<file path="src/bcdc_pkg.sv">
package bcdc_pkg;

  typedef enum logic [1:0] {
    ACT_TICK  = 2'd0,
    ACT_READ  = 2'd1,
    ACT_WRITE = 2'd2,
    ACT_NONE  = 2'd3
  } action_t;

  localparam logic [3:0] REG_CTRL    = 4'd0;
  localparam logic [3:0] REG_STATUS  = 4'd1;
  localparam logic [3:0] REG_INITVAL = 4'd2;
  localparam logic [3:0] REG_DATA    = 4'd3;

  localparam int CTRL_EN   = 0;
  localparam int CTRL_IEN  = 1;
  localparam int CTRL_FREQ = 2;
  localparam int ST_INITW  = 0;
  localparam int ST_IFG    = 1;

  typedef struct packed {
    logic [1:0]  action;
    logic [3:0]  word_index;
    logic [31:0] write_data;
  } req_t;

  typedef struct packed {
    logic [31:0] read_data;
    logic        irq;
  } rsp_t;

  // Increment of a four-digit BCD value; 9999 wraps to 0000.
  function automatic logic [15:0] bcd_next(input logic [15:0] v);
    logic [15:0] n;
    n = v + 16'd1;
    if (n[3:0] > 4'h9) begin
      n = n + 16'h0006;
      if (n[7:4] > 4'h9) begin
        n = n + 16'h0060;
        if (n[11:8] > 4'h9) begin
          n = n + 16'h0600;
          if (n[15:12] > 4'h9) begin
            n = n + 16'h6000;
          end
        end
      end
    end
    return n;
  endfunction

  function automatic logic not_bcd(input logic [31:0] v);
    logic bad;
    bad = 1'b0;
    for (int i = 0; i < 8; i++) begin
      if (v[4*i +: 4] > 4'h9) begin
        bad = 1'b1;
      end
    end
    return bad;
  endfunction

endpackage

</file>
<file path="src/bcdc_in_reg.sv">
module bcdc_in_reg (
  input  logic          clk,
  input  logic          rst,
  input  logic          req_valid,
  output logic          req_ready,
  input  bcdc_pkg::req_t req,
  input  logic          advance,
  output logic          hold_valid,
  output bcdc_pkg::req_t hold
);

  assign req_ready = !hold_valid || advance;

  always_ff @(posedge clk) begin
    if (rst) begin
      hold_valid <= 1'b0;
    end else if (req_ready) begin
      hold_valid <= req_valid;
    end
    if (req_valid && req_ready) begin
      hold <= req;
    end
  end

endmodule

</file>
<file path="src/bcdc_core.sv">
module bcdc_core (
  input  logic           clk,
  input  logic           rst,
  input  logic           step,
  input  bcdc_pkg::req_t item,
  output bcdc_pkg::rsp_t result
);

  logic [2:0]  ctrl_bits;
  logic [1:0]  status_bits;
  logic [15:0] init_value;
  logic [15:0] count_value;
  logic        half_tick;

  logic [2:0]  ctrl_bits_next;
  logic [1:0]  status_bits_next;
  logic [15:0] init_value_next;
  logic [15:0] count_value_next;
  logic        half_tick_next;
  logic [31:0] read_data;
  logic        count;

  always_comb begin
    ctrl_bits_next   = ctrl_bits;
    status_bits_next = status_bits;
    init_value_next  = init_value;
    count_value_next = count_value;
    half_tick_next   = half_tick;
    read_data        = 32'd0;
    count            = 1'b0;
    case (bcdc_pkg::action_t'(item.action))
      bcdc_pkg::ACT_TICK: begin
        if (ctrl_bits[bcdc_pkg::CTRL_EN]) begin
          if (ctrl_bits[bcdc_pkg::CTRL_FREQ] || half_tick) begin
            half_tick_next = 1'b0;
            count          = 1'b1;
          end else begin
            half_tick_next = 1'b1;
          end
        end
        if (count) begin
          count_value_next                  = bcdc_pkg::bcd_next(count_value);
          status_bits_next[bcdc_pkg::ST_IFG] = 1'b1;
        end
      end
      bcdc_pkg::ACT_READ: begin
        case (item.word_index)
          bcdc_pkg::REG_CTRL:    read_data = {29'd0, ctrl_bits};
          bcdc_pkg::REG_STATUS:  read_data = {30'd0, status_bits};
          bcdc_pkg::REG_INITVAL: read_data = {16'd0, init_value};
          bcdc_pkg::REG_DATA:    read_data = {16'd0, count_value};
          default:               read_data = 32'd0;
        endcase
      end
      bcdc_pkg::ACT_WRITE: begin
        case (item.word_index)
          bcdc_pkg::REG_CTRL: begin
            ctrl_bits_next = item.write_data[2:0];
            if (item.write_data[bcdc_pkg::CTRL_FREQ] != ctrl_bits[bcdc_pkg::CTRL_FREQ]) begin
              half_tick_next = 1'b0;
            end
            if (item.write_data[bcdc_pkg::CTRL_EN] && !ctrl_bits[bcdc_pkg::CTRL_EN]) begin
              count_value_next = status_bits[bcdc_pkg::ST_INITW] ? 16'd0 : init_value;
              half_tick_next   = 1'b0;
            end
          end
          bcdc_pkg::REG_STATUS: begin
            status_bits_next[bcdc_pkg::ST_IFG] = item.write_data[bcdc_pkg::ST_IFG];
          end
          bcdc_pkg::REG_INITVAL: begin
            init_value_next                      = item.write_data[15:0];
            status_bits_next[bcdc_pkg::ST_INITW] = bcdc_pkg::not_bcd(item.write_data);
          end
          default: begin
          end
        endcase
      end
      default: begin
      end
    endcase
  end

  assign result.read_data = read_data;
  assign result.irq       = ctrl_bits_next[bcdc_pkg::CTRL_IEN] &&
                            status_bits_next[bcdc_pkg::ST_IFG];

  always_ff @(posedge clk) begin
    if (rst) begin
      ctrl_bits   <= 3'd0;
      status_bits <= 2'd0;
      init_value  <= 16'd0;
      count_value <= 16'd0;
      half_tick   <= 1'b0;
    end else if (step) begin
      ctrl_bits   <= ctrl_bits_next;
      status_bits <= status_bits_next;
      init_value  <= init_value_next;
      count_value <= count_value_next;
      half_tick   <= half_tick_next;
    end
  end

endmodule

</file>
<file path="src/bcdc_out_reg.sv">
module bcdc_out_reg (
  input  logic           clk,
  input  logic           rst,
  input  logic           load,
  input  bcdc_pkg::rsp_t result,
  output logic           free,
  output logic           rsp_valid,
  input  logic           rsp_ready,
  output bcdc_pkg::rsp_t rsp
);

  assign free = !rsp_valid || rsp_ready;

  always_ff @(posedge clk) begin
    if (rst) begin
      rsp_valid <= 1'b0;
    end else if (free) begin
      rsp_valid <= load;
    end
    if (load && free) begin
      rsp <= result;
    end
  end

endmodule

</file>
<file path="src/bcd_sample_counter_device.sv">
// Path: an accepted request item is held in the input register, then moves into
// the response register. Throughput: one item per cycle while rsp_ready allows;
// the register state is updated as the item moves between the two registers.
// Reset: synchronous, active high; clears the device registers and the
// pipeline valid flags.
module bcd_sample_counter_device (
  input  logic           clk,
  input  logic           rst,
  input  logic           req_valid,
  output logic           req_ready,
  input  bcdc_pkg::req_t req,
  output logic           rsp_valid,
  input  logic           rsp_ready,
  output bcdc_pkg::rsp_t rsp
);

  logic           hold_valid;
  bcdc_pkg::req_t hold;
  logic           free;
  logic           advance;
  bcdc_pkg::rsp_t result;

  assign advance = hold_valid && free;

  bcdc_in_reg u_in_reg (
    .clk        (clk),
    .rst        (rst),
    .req_valid  (req_valid),
    .req_ready  (req_ready),
    .req        (req),
    .advance    (advance),
    .hold_valid (hold_valid),
    .hold       (hold)
  );

  bcdc_core u_core (
    .clk    (clk),
    .rst    (rst),
    .step   (advance),
    .item   (hold),
    .result (result)
  );

  bcdc_out_reg u_out_reg (
    .clk       (clk),
    .rst       (rst),
    .load      (advance),
    .result    (result),
    .free      (free),
    .rsp_valid (rsp_valid),
    .rsp_ready (rsp_ready),
    .rsp       (rsp)
  );

  a_upper_zero: assert property (@(posedge clk) disable iff (rst)
    rsp_valid |-> rsp.read_data[31:16] == 16'd0)
    else $error("response read data has upper bits set");

  a_ready_when_empty: assert property (@(posedge clk) disable iff (rst)
    !rsp_valid |-> req_ready)
    else $error("request stalled while response register empty");

  a_reset_empty: assert property (@(posedge clk)
    rst |=> !rsp_valid)
    else $error("response valid after reset");

endmodule

</file>
<file path="config.mk">
export PLATFORM = sky130hd
export DESIGN_NAME = bcd_sample_counter_device
export DESIGN_NICKNAME = d
export VERILOG_FILES = /design/src/bcdc_pkg.sv /design/src/bcdc_in_reg.sv /design/src/bcdc_core.sv /design/src/bcdc_out_reg.sv /design/src/bcd_sample_counter_device.sv
export SDC_FILE = /design/constraint.sdc
export NUM_CORES = 1
export LEC_CHECK = 0
export ABC_AREA = 1
export BUFFER_PORTS_ARGS = -buffer_cell sky130_fd_sc_hd__buf_2
export CAP_MARGIN = 25
export CORE_MARGIN = 2
export CORE_UTILIZATION = 58
export DETAILED_ROUTE_END_ITERATION = 8
export GPL_ROUTABILITY_DRIVEN = 1
export GPL_TIMING_DRIVEN = 0
export PLACE_DENSITY = 0.86
export SYNTH_ARGS = -nofsm -noshare
export SYNTH_HDL_FRONTEND = slang
export SYNTH_SLANG_ARGS = --single-unit
</file>
<file path="constraint.sdc">
create_clock -name clk -period 4.8 [get_ports clk]
set_input_delay 0.24 -clock clk [delete_from_list [all_inputs] [get_ports clk]]
set_output_delay 0.24 -clock clk [all_outputs]
set_load 0.01 [all_outputs]
</file>
==> results of run 1 <==
==> kinds of logic after synthesis <==
logic type                 after synthesis
other                                    1
adders and majority gates                7
buffers and inverters                  110
DFF                                     91
AOI/OAI and AO/OA                      148
xor gates and xnor gates                 6
and+or+nand+nor                        318
==> placed cells by master (no fill, tap or decap), types with 20 or more instances in the layout <==
cell type	instances
nand3_1	35
buf_2	58
nor2_1	62
edfxtp_1	51
dfxtp_1	40
nand2_2	20
nand2_1	143
o21ai_0	56
inv_1	66
a21oi_1	57
nand4_1	21
==> through the flow <==
stage | util [%] | power [mW]
floorplan | - | 0.995
global placement | 64.2 | 1.04
detailed placement | 64.5 | 1.05
CTS | 67.4 | 1.71
global route | 67.4 | 1.78
finish | 67.4 | 1.71
==> Yosys cell counts (2+ instances only) <==
master	instances	share of area [%]
nand2_1	143	9.9
inv_1	66	4.6
nor2_1	62	4.3
a21oi_1	57	5.3
o21ai_0	56	5.2
edfxtp_1	51	28
dfxtp_1	40	15
nand3_1	35	3.2
nand4_1	21	2.4
nand2_2	20	2.3
buf_4	16	2.2
clkbuf_1	14	0.97
a221oi_1	12	1.9
nor2_4	10	2.1
ha_1	7	1.6
inv_2	7	0.49
nand2_4	7	1.5
nor2_2	7	0.81
o221ai_1	5	0.81
nor3_1	4	0.37
o211ai_1	4	0.56
clkinv_1	3	0.21
nand3_2	3	0.56
o21bai_1	3	0.42
o22ai_1	3	0.35
xor2_1	3	0.49
a211oi_1	2	0.28
a21oi_2	2	0.32
buf_2	2	0.19
nand3_4	2	0.65
nor2_8	2	0.74
o21ai_1	2	0.19
==> layer usage <==
metal,track usage (%),vias to the layer above,part of all wire [%]
met5,0,-,0
met1,32.8,2201,42
met4,8.01,0,1.3
met3,4.16,19,5.8
li1,-,2452,-
met2,46.1,197,51
==> critical path, stage by stage (launching register included) <==
cell	delay, ps
dfxtp_1	570
ha_1	280
nand2_1	150
nor2_1	260
nand2_1	90
nand2_1	150
nand3_1	130
nand2_1	110
inv_1	50
ha_1	180
inv_1	70
nand3_1	140
o21ai_1	180
nand2_1	130
ha_1	200
inv_1	70
nand3_1	100
nor2_1	190
nand2_1	70
nand2_1	160
ha_1	250
nand3b_1	150
nand3_1	80
nand2_1	50
nand2_1	60
nand2_1	70
a21oi_1	120
==> how the worst max path moves through the flow <==
stage	slack (ps)	startpoint	depth (start not counted)	end
finish	690	u_core.count_value[0]	26	u_core.count_value[14]
global route	100	u_core.count_value[0]	28	u_core.count_value[14]
CTS	700	u_core.count_value[0]	29	u_core.count_value[14]
detailed placement	710	u_core.count_value[0]	29	u_core.count_value[14]
global placement	840	u_core.count_value[0]	26	u_core.count_value[14]
floorplan	1320	u_core.count_value[0]	27	u_core.count_value[14]
==> cell type report <==
| cell class | instances | share of cell area [%] |
|---|---|---|
| multi-input combinational | 495 | 42.8 |
| sequential | 91 | 37.8 |
| timing repair buffer | 57 | 4.99 |
| inverter | 77 | 4.72 |
| buffer | 33 | 3.02 |
| clock inverter | 7 | 2.37 |
| tap | 111 | 2.25 |
| clock buffer | 9 | 2.01 |
==> report_power, final <==
group          internal (mW)  switching, mW
Combinational         0.0572          0.107
Clock                  0.403          0.272
Sequential             0.854         0.0187
Total                   1.31          0.397
==> flip-flops by register name, summed over array words and instances (netlist names) <==
signal               count
u_core.count_value      16
u_core.half_tick         1
u_core.ctrl_bits         3
u_in_reg.hold           34
u_core.status_bits       2
u_out_reg.rsp           17
u_core.init_value       16
u_out_reg.rsp_valid      1
u_in_reg.hold_valid      1
==> summary.md, run 1 <==
| Metric | Value |
|---|---|
| Min Hold Slack | 60.4 ps |
| Post-synth ARST share | 0% |
| Via Count | 4869 |
| Sink Count | 91 |
| Finished Layout Cells | 880 |
| Gr ovfl total | 0 |
| Status | finished, final reports clean |
| # setup viols final | 0 |
| WL/cell | around 14 µm |
| R2R cell count | 26 |
| Power per Cell Area | 277 mW/mm² |
| Number of synthesized register bits | 91 |
| Area delta synth->final | 14.3% |
| WL final | 12500 µm |
| Mapped cell area | about 0.0054 mm² |
| Core area | a little over 0.009 mm² |
| Drt pass-1 iters | 5 |
| Fill cells | 720 |
| CP Launch Type | flop |
| Clk slew on worst S/H paths | 90 ps |
| Largest net degree at the start of global routing | 30 |
| Vias in the first global route | between 4000 and 5000 |
| WHS Endpoint | u_in_reg.hold[34] |
| Leakage power | 2.51 nW |
| Total setup buffers inserted after CTS | 0 |
| Slew HR | 42.6% |
| Port Buffer Count | 56 |
| Register area share after synthesis | 43.2% |
| Critical path arrival | 4400 ps |
| RSZ-0062 raised after global routing | false |
| Die ar. | between 0.01 and 0.015 mm² |
| Routed Antenna Nets | 0 |
| Tcrit/Tclk final | 85.7% |
| Layout cells sized above 1 | between 20% and 30% |
| Avg Cell Area, Syn | around 8 µm² |
| Placed Cells | 864 |
| Initial antenna violation count | 0 |
| Vias/cell | 5.53 |
| Syn. warnings | 0 |
| CP required | 5090 ps |
| Post-synthesis compound-gate area fraction | 15.6% |
| DRC | 0 |
| Initial Util | between 50% and 60% |
| Main combinational cell family by area after synthesis | simple AND/OR/NAND/NOR gates |
| # H-tree levels | 3 |
| Design Area, Final | 0.00617 mm² |
| FF/Latch Area | 0.00233 mm² |
| Worst Clk Skew | between 15 and 20 ps |
| Cells after Synth | 681 |
| FF-to-FF End | u_core.count_value[14] |
| DP Worst Slack | 707 ps |
| Post-Synth Simple-Gate Area | 29.2% |
| Hold_buf cts | 0 |
| Hold wc startpoint | req[34] |
| Starting DRC count in detailed routing | 438 |
| CTS root buf | clkbuf_8 |
| Tot GR Track Use | approximately a quarter |
| Crit end category | flop |
| Top_reg_cell synth | edfxtp_1 |
| Hold Path Cell Cnt | 1 |
| Setup Total Neg Slack | 0 ps |
| Pins Over Slew Limit | 0 |
| Slew at the pin closest to its max-slew limit | 857 ps |
| CTS tree | done |
| Final net count | 813 |
| Post-synthesis adder-cell area fraction | 1.62% |
| Flop-to-flop setup slack | 690 ps |
| Diode count | 0 |
| Fmax | 0.243 GHz |
| Critical path class | flop to flop |
| FF-to-FF Start | u_core.count_value[0] |
| Final Hold Fails | 0 |
| CTS Buf Count | 9 |
| Min-delay worst type | input pin to flop |
| Setup ws final | 687 ps |
| Row count | 35 |
| IR Drop Worst-Case VDD | between 400 and 500 µV |
| Die X | around 100 µm |
| Clock Latency Late Sink | roughly 350 ps |
| Dpl hpwl | 9690 µm |
| First-pass GRT wire length | 21000 µm |
| Die H | 100 µm |
| Final RePlAce weighted congestion | a little under 0.9 |
| Area after DPL | between 0.005 and 0.006 mm² |
| Crit-path max FO | 9 |
| Post-route minimum period | 4110 ps |
| Max-Cap Viols | 0 |
| Mux share of post-synthesis cell area | 0% |
| Post-CTS Resized | 0 |
| Deepest clock path buffer count | 2 |
| Xor and xnor area share after synthesis | 1.46% |
| Post-synth EDFFs | slightly above 50 |
| Multi-input logic area | between 0.002 and 0.003 mm² |
| Synth unique cells | 42 |
| Ports | 77 |
No activity file was read; power rests on OpenSTA's default activity.
==> run 2: changes to the inputs <==
--- a/config.mk
+++ b/config.mk
@@ -13,6 +13,7 @@
 export DETAILED_ROUTE_END_ITERATION = 8
 export GPL_ROUTABILITY_DRIVEN = 1
 export GPL_TIMING_DRIVEN = 0
+export MAX_ROUTING_LAYER = met4
 export PLACE_DENSITY = 0.86
 export SYNTH_ARGS = -nofsm -noshare
 export SYNTH_HDL_FRONTEND = slang
==> summary.md, run 2 (synthesis gave the netlist of run 1 again) <==
| Metric | Value |
|---|---|
| Hold_buf cts | 0 (unchanged) |
| Max-Cap Viols | 0 (unchanged) |
| Initial antenna violation count | 0 (unchanged) |
| Deepest clock path buffer count | 2 (unchanged) |
| Diode count | 0 (unchanged) |
| Pins Over Slew Limit | 0 (unchanged) |
| Gr ovfl total | 0 (unchanged) |
| Largest regs | u_in_reg.hold x34, u_out_reg.rsp x17 |
| Max reg flops | 34 (unchanged) |
| CTS Buf Count | 9 (unchanged) |
| CTS tree | done |
| Min Hold Slack | 43.4 ps (-16.9 ps) |
| Critical path class | flop to flop |
| Crit-path max cell delay | 570 ps (about the same) |
| Tcrit/Tclk final | 86.7% (+1.0 points) |
| Initial Util | 59.0% (unchanged) |
| Crit end category | flop |
| Crit-path max FO | 9 (unchanged) |
| DRC | 0 (unchanged) |
| Core area | 0.00915 mm² (unchanged) |
| # H-tree levels | 3 (unchanged) |
| Final RePlAce weighted congestion | 0.887 (+0.49%) |
| Via Count | 4862 (-0.14%) |
| Slowest cell on crit path | dfxtp_1 |
| Cell mode on critical path | nand2_1 |
| Status | finished, final reports clean |
| Die X | 100 µm (unchanged) |
| FF/Latch Area | 0.00233 mm² (unchanged) |
| Worst Clk Skew | 11.6 ps (-4.17 ps) |
| WL/cell | 14.1 µm (-1.1%) |
| Critical path arrival | 4460 ps (+60 ps) |
| Clk slew on worst S/H paths | 90 ps (about the same) |
| Fill cells | 780 (+8.3%) |
| WL final | 12400 µm (-1.1%) |
| Drt pass-1 iters | 5 (unchanged) |
| Tot GR Track Use | 26.7% (+0.65 points) |
| Min-delay worst type | input pin to flop |
| Layout cells sized above 1 | 20.2% (unchanged) |
| Vias in the first global route | 4565 (-0.98%) |
| CP Launch Type | flop |
| CTS root buf | clkbuf_8 |
| Die H | 100 µm (unchanged) |
| Post-route minimum period | 4160 ps (+49.3 ps) |
| Total setup buffers inserted after CTS | 0 (unchanged) |
| Dpl hpwl | 9660 µm (-0.30%) |
| First-pass GRT wire length | 20800 µm (-0.88%) |
| Leakage power | 2.49 nW (-0.80%) |
| Post-CTS Resized | 0 (unchanged) |
| IR Drop Worst-Case VDD | 355 µV (-16%) |
| CP required | 5100 ps (about the same) |
| Area delta synth->final | 13.6% |
| Multi-input logic area | 0.00264 mm² (unchanged) |
| Starting DRC count in detailed routing | 348 (-21%) |
| # setup viols final | 0 (unchanged) |
| Most frequent cells in the layout | nand2_1, inv_1, nor2_1 |
| Port Buffer Count | 56 (unchanged) |
| Slew HR | 42.6% (about the same) |
| Final net count | 813 (unchanged) |
| Routed Antenna Nets | 0 (unchanged) |
| Setup Total Neg Slack | 0 ps (unchanged) |
| Fmax | 0.240 GHz (-1.2%) |
| Row count | 35 (unchanged) |
| DP Worst Slack | 681 ps (-26.3 ps) |
| Final Hold Fails | 0 (unchanged) |
| Clock Latency Late Sink | 370 ps (+20 ps) |
| Slew at the pin closest to its max-slew limit | 858 ps (+0.600 ps) |
| Vias/cell | 5.53 (-0.14%) |
| Setup ws final | 638 ps (-49.3 ps) |
| Sink Count | 91 (unchanged) |
| Largest Register | u_in_reg.hold |
| Largest net degree at the start of global routing | 30 (unchanged) |
| Power per Cell Area | 265 mW/mm² (-4.5%) |
| RSZ-0062 raised after global routing | false |
| Die ar. | 0.0101 mm² (unchanged) |
| Ports | 77 (unchanged) |
| Most common cell after layout, fill and taps aside | nand2_1 |
## run 2: routing by layer
metal,share of wire (%),track usage (%),up-vias
met3,6.8,5.06,37
met2,49,44.3,182
met5,0,-,-
li1,-,-,2452
met4,2.9,10.3,0
met1,41,32.5,2191
## run 2: cell type report
class	instances	area share [%]
plain buffers	33	3.04
flip-flops and latches	91	38.0
clock buffers	9	2.02
repair buffers	57	5.02
clock inverters	7	1.75
inverters	77	4.75
well taps	111	2.26
multi-input cells	495	43.1
## run 2: report_power, final
group / total, mW / leakage (nW) / switching (mW) / internal, mW
Combinational: 0.163 / 1.56 / 0.105 / 0.0571
Sequential: 0.872 / 0.820 / 0.0182 / 0.854
Clock: 0.590 / 0.114 / 0.286 / 0.304
## run 2: worst max-delay path: cells and delay by family, from the launching register on
| family | cells | cell delay [ps] |
|---|---|---|
| simple gates | 17 | 2090 |
| fa+ha+maj | 4 | 920 |
| flops | 1 | 570 |
| compound gates | 2 | 320 |
| buf+inv | 3 | 190 |
## run 2: path summary, 6_finish.rpt
| check | cells after the start | from | slack [ps] | end |
|---|---|---|---|---|
| worst max-delay path | 26 | u_core.count_value[0] | 640 | u_core.count_value[14] |
| worst min-delay path | 1 | req[2] | 40 | u_in_reg.hold[2] |
| worst max register to register | 26 | u_core.count_value[0] | 640 | u_core.count_value[14] |
| worst min register to register | 2 | u_in_reg.hold[8] | 500 | u_core.init_value[8] |
## run 2: per-stage QoR
step	std cells	instance area (µm²)	util [%]	power (mW)
after floorplan	696	5450	-	0.995
after detailed placement	864	5900	64.5	1.05
after global routing	880	6130	67.0	1.68
after CTS	880	6130	67.0	1.62
after global placement	863	5870	64.2	1.04
final	880	6130	67.0	1.62
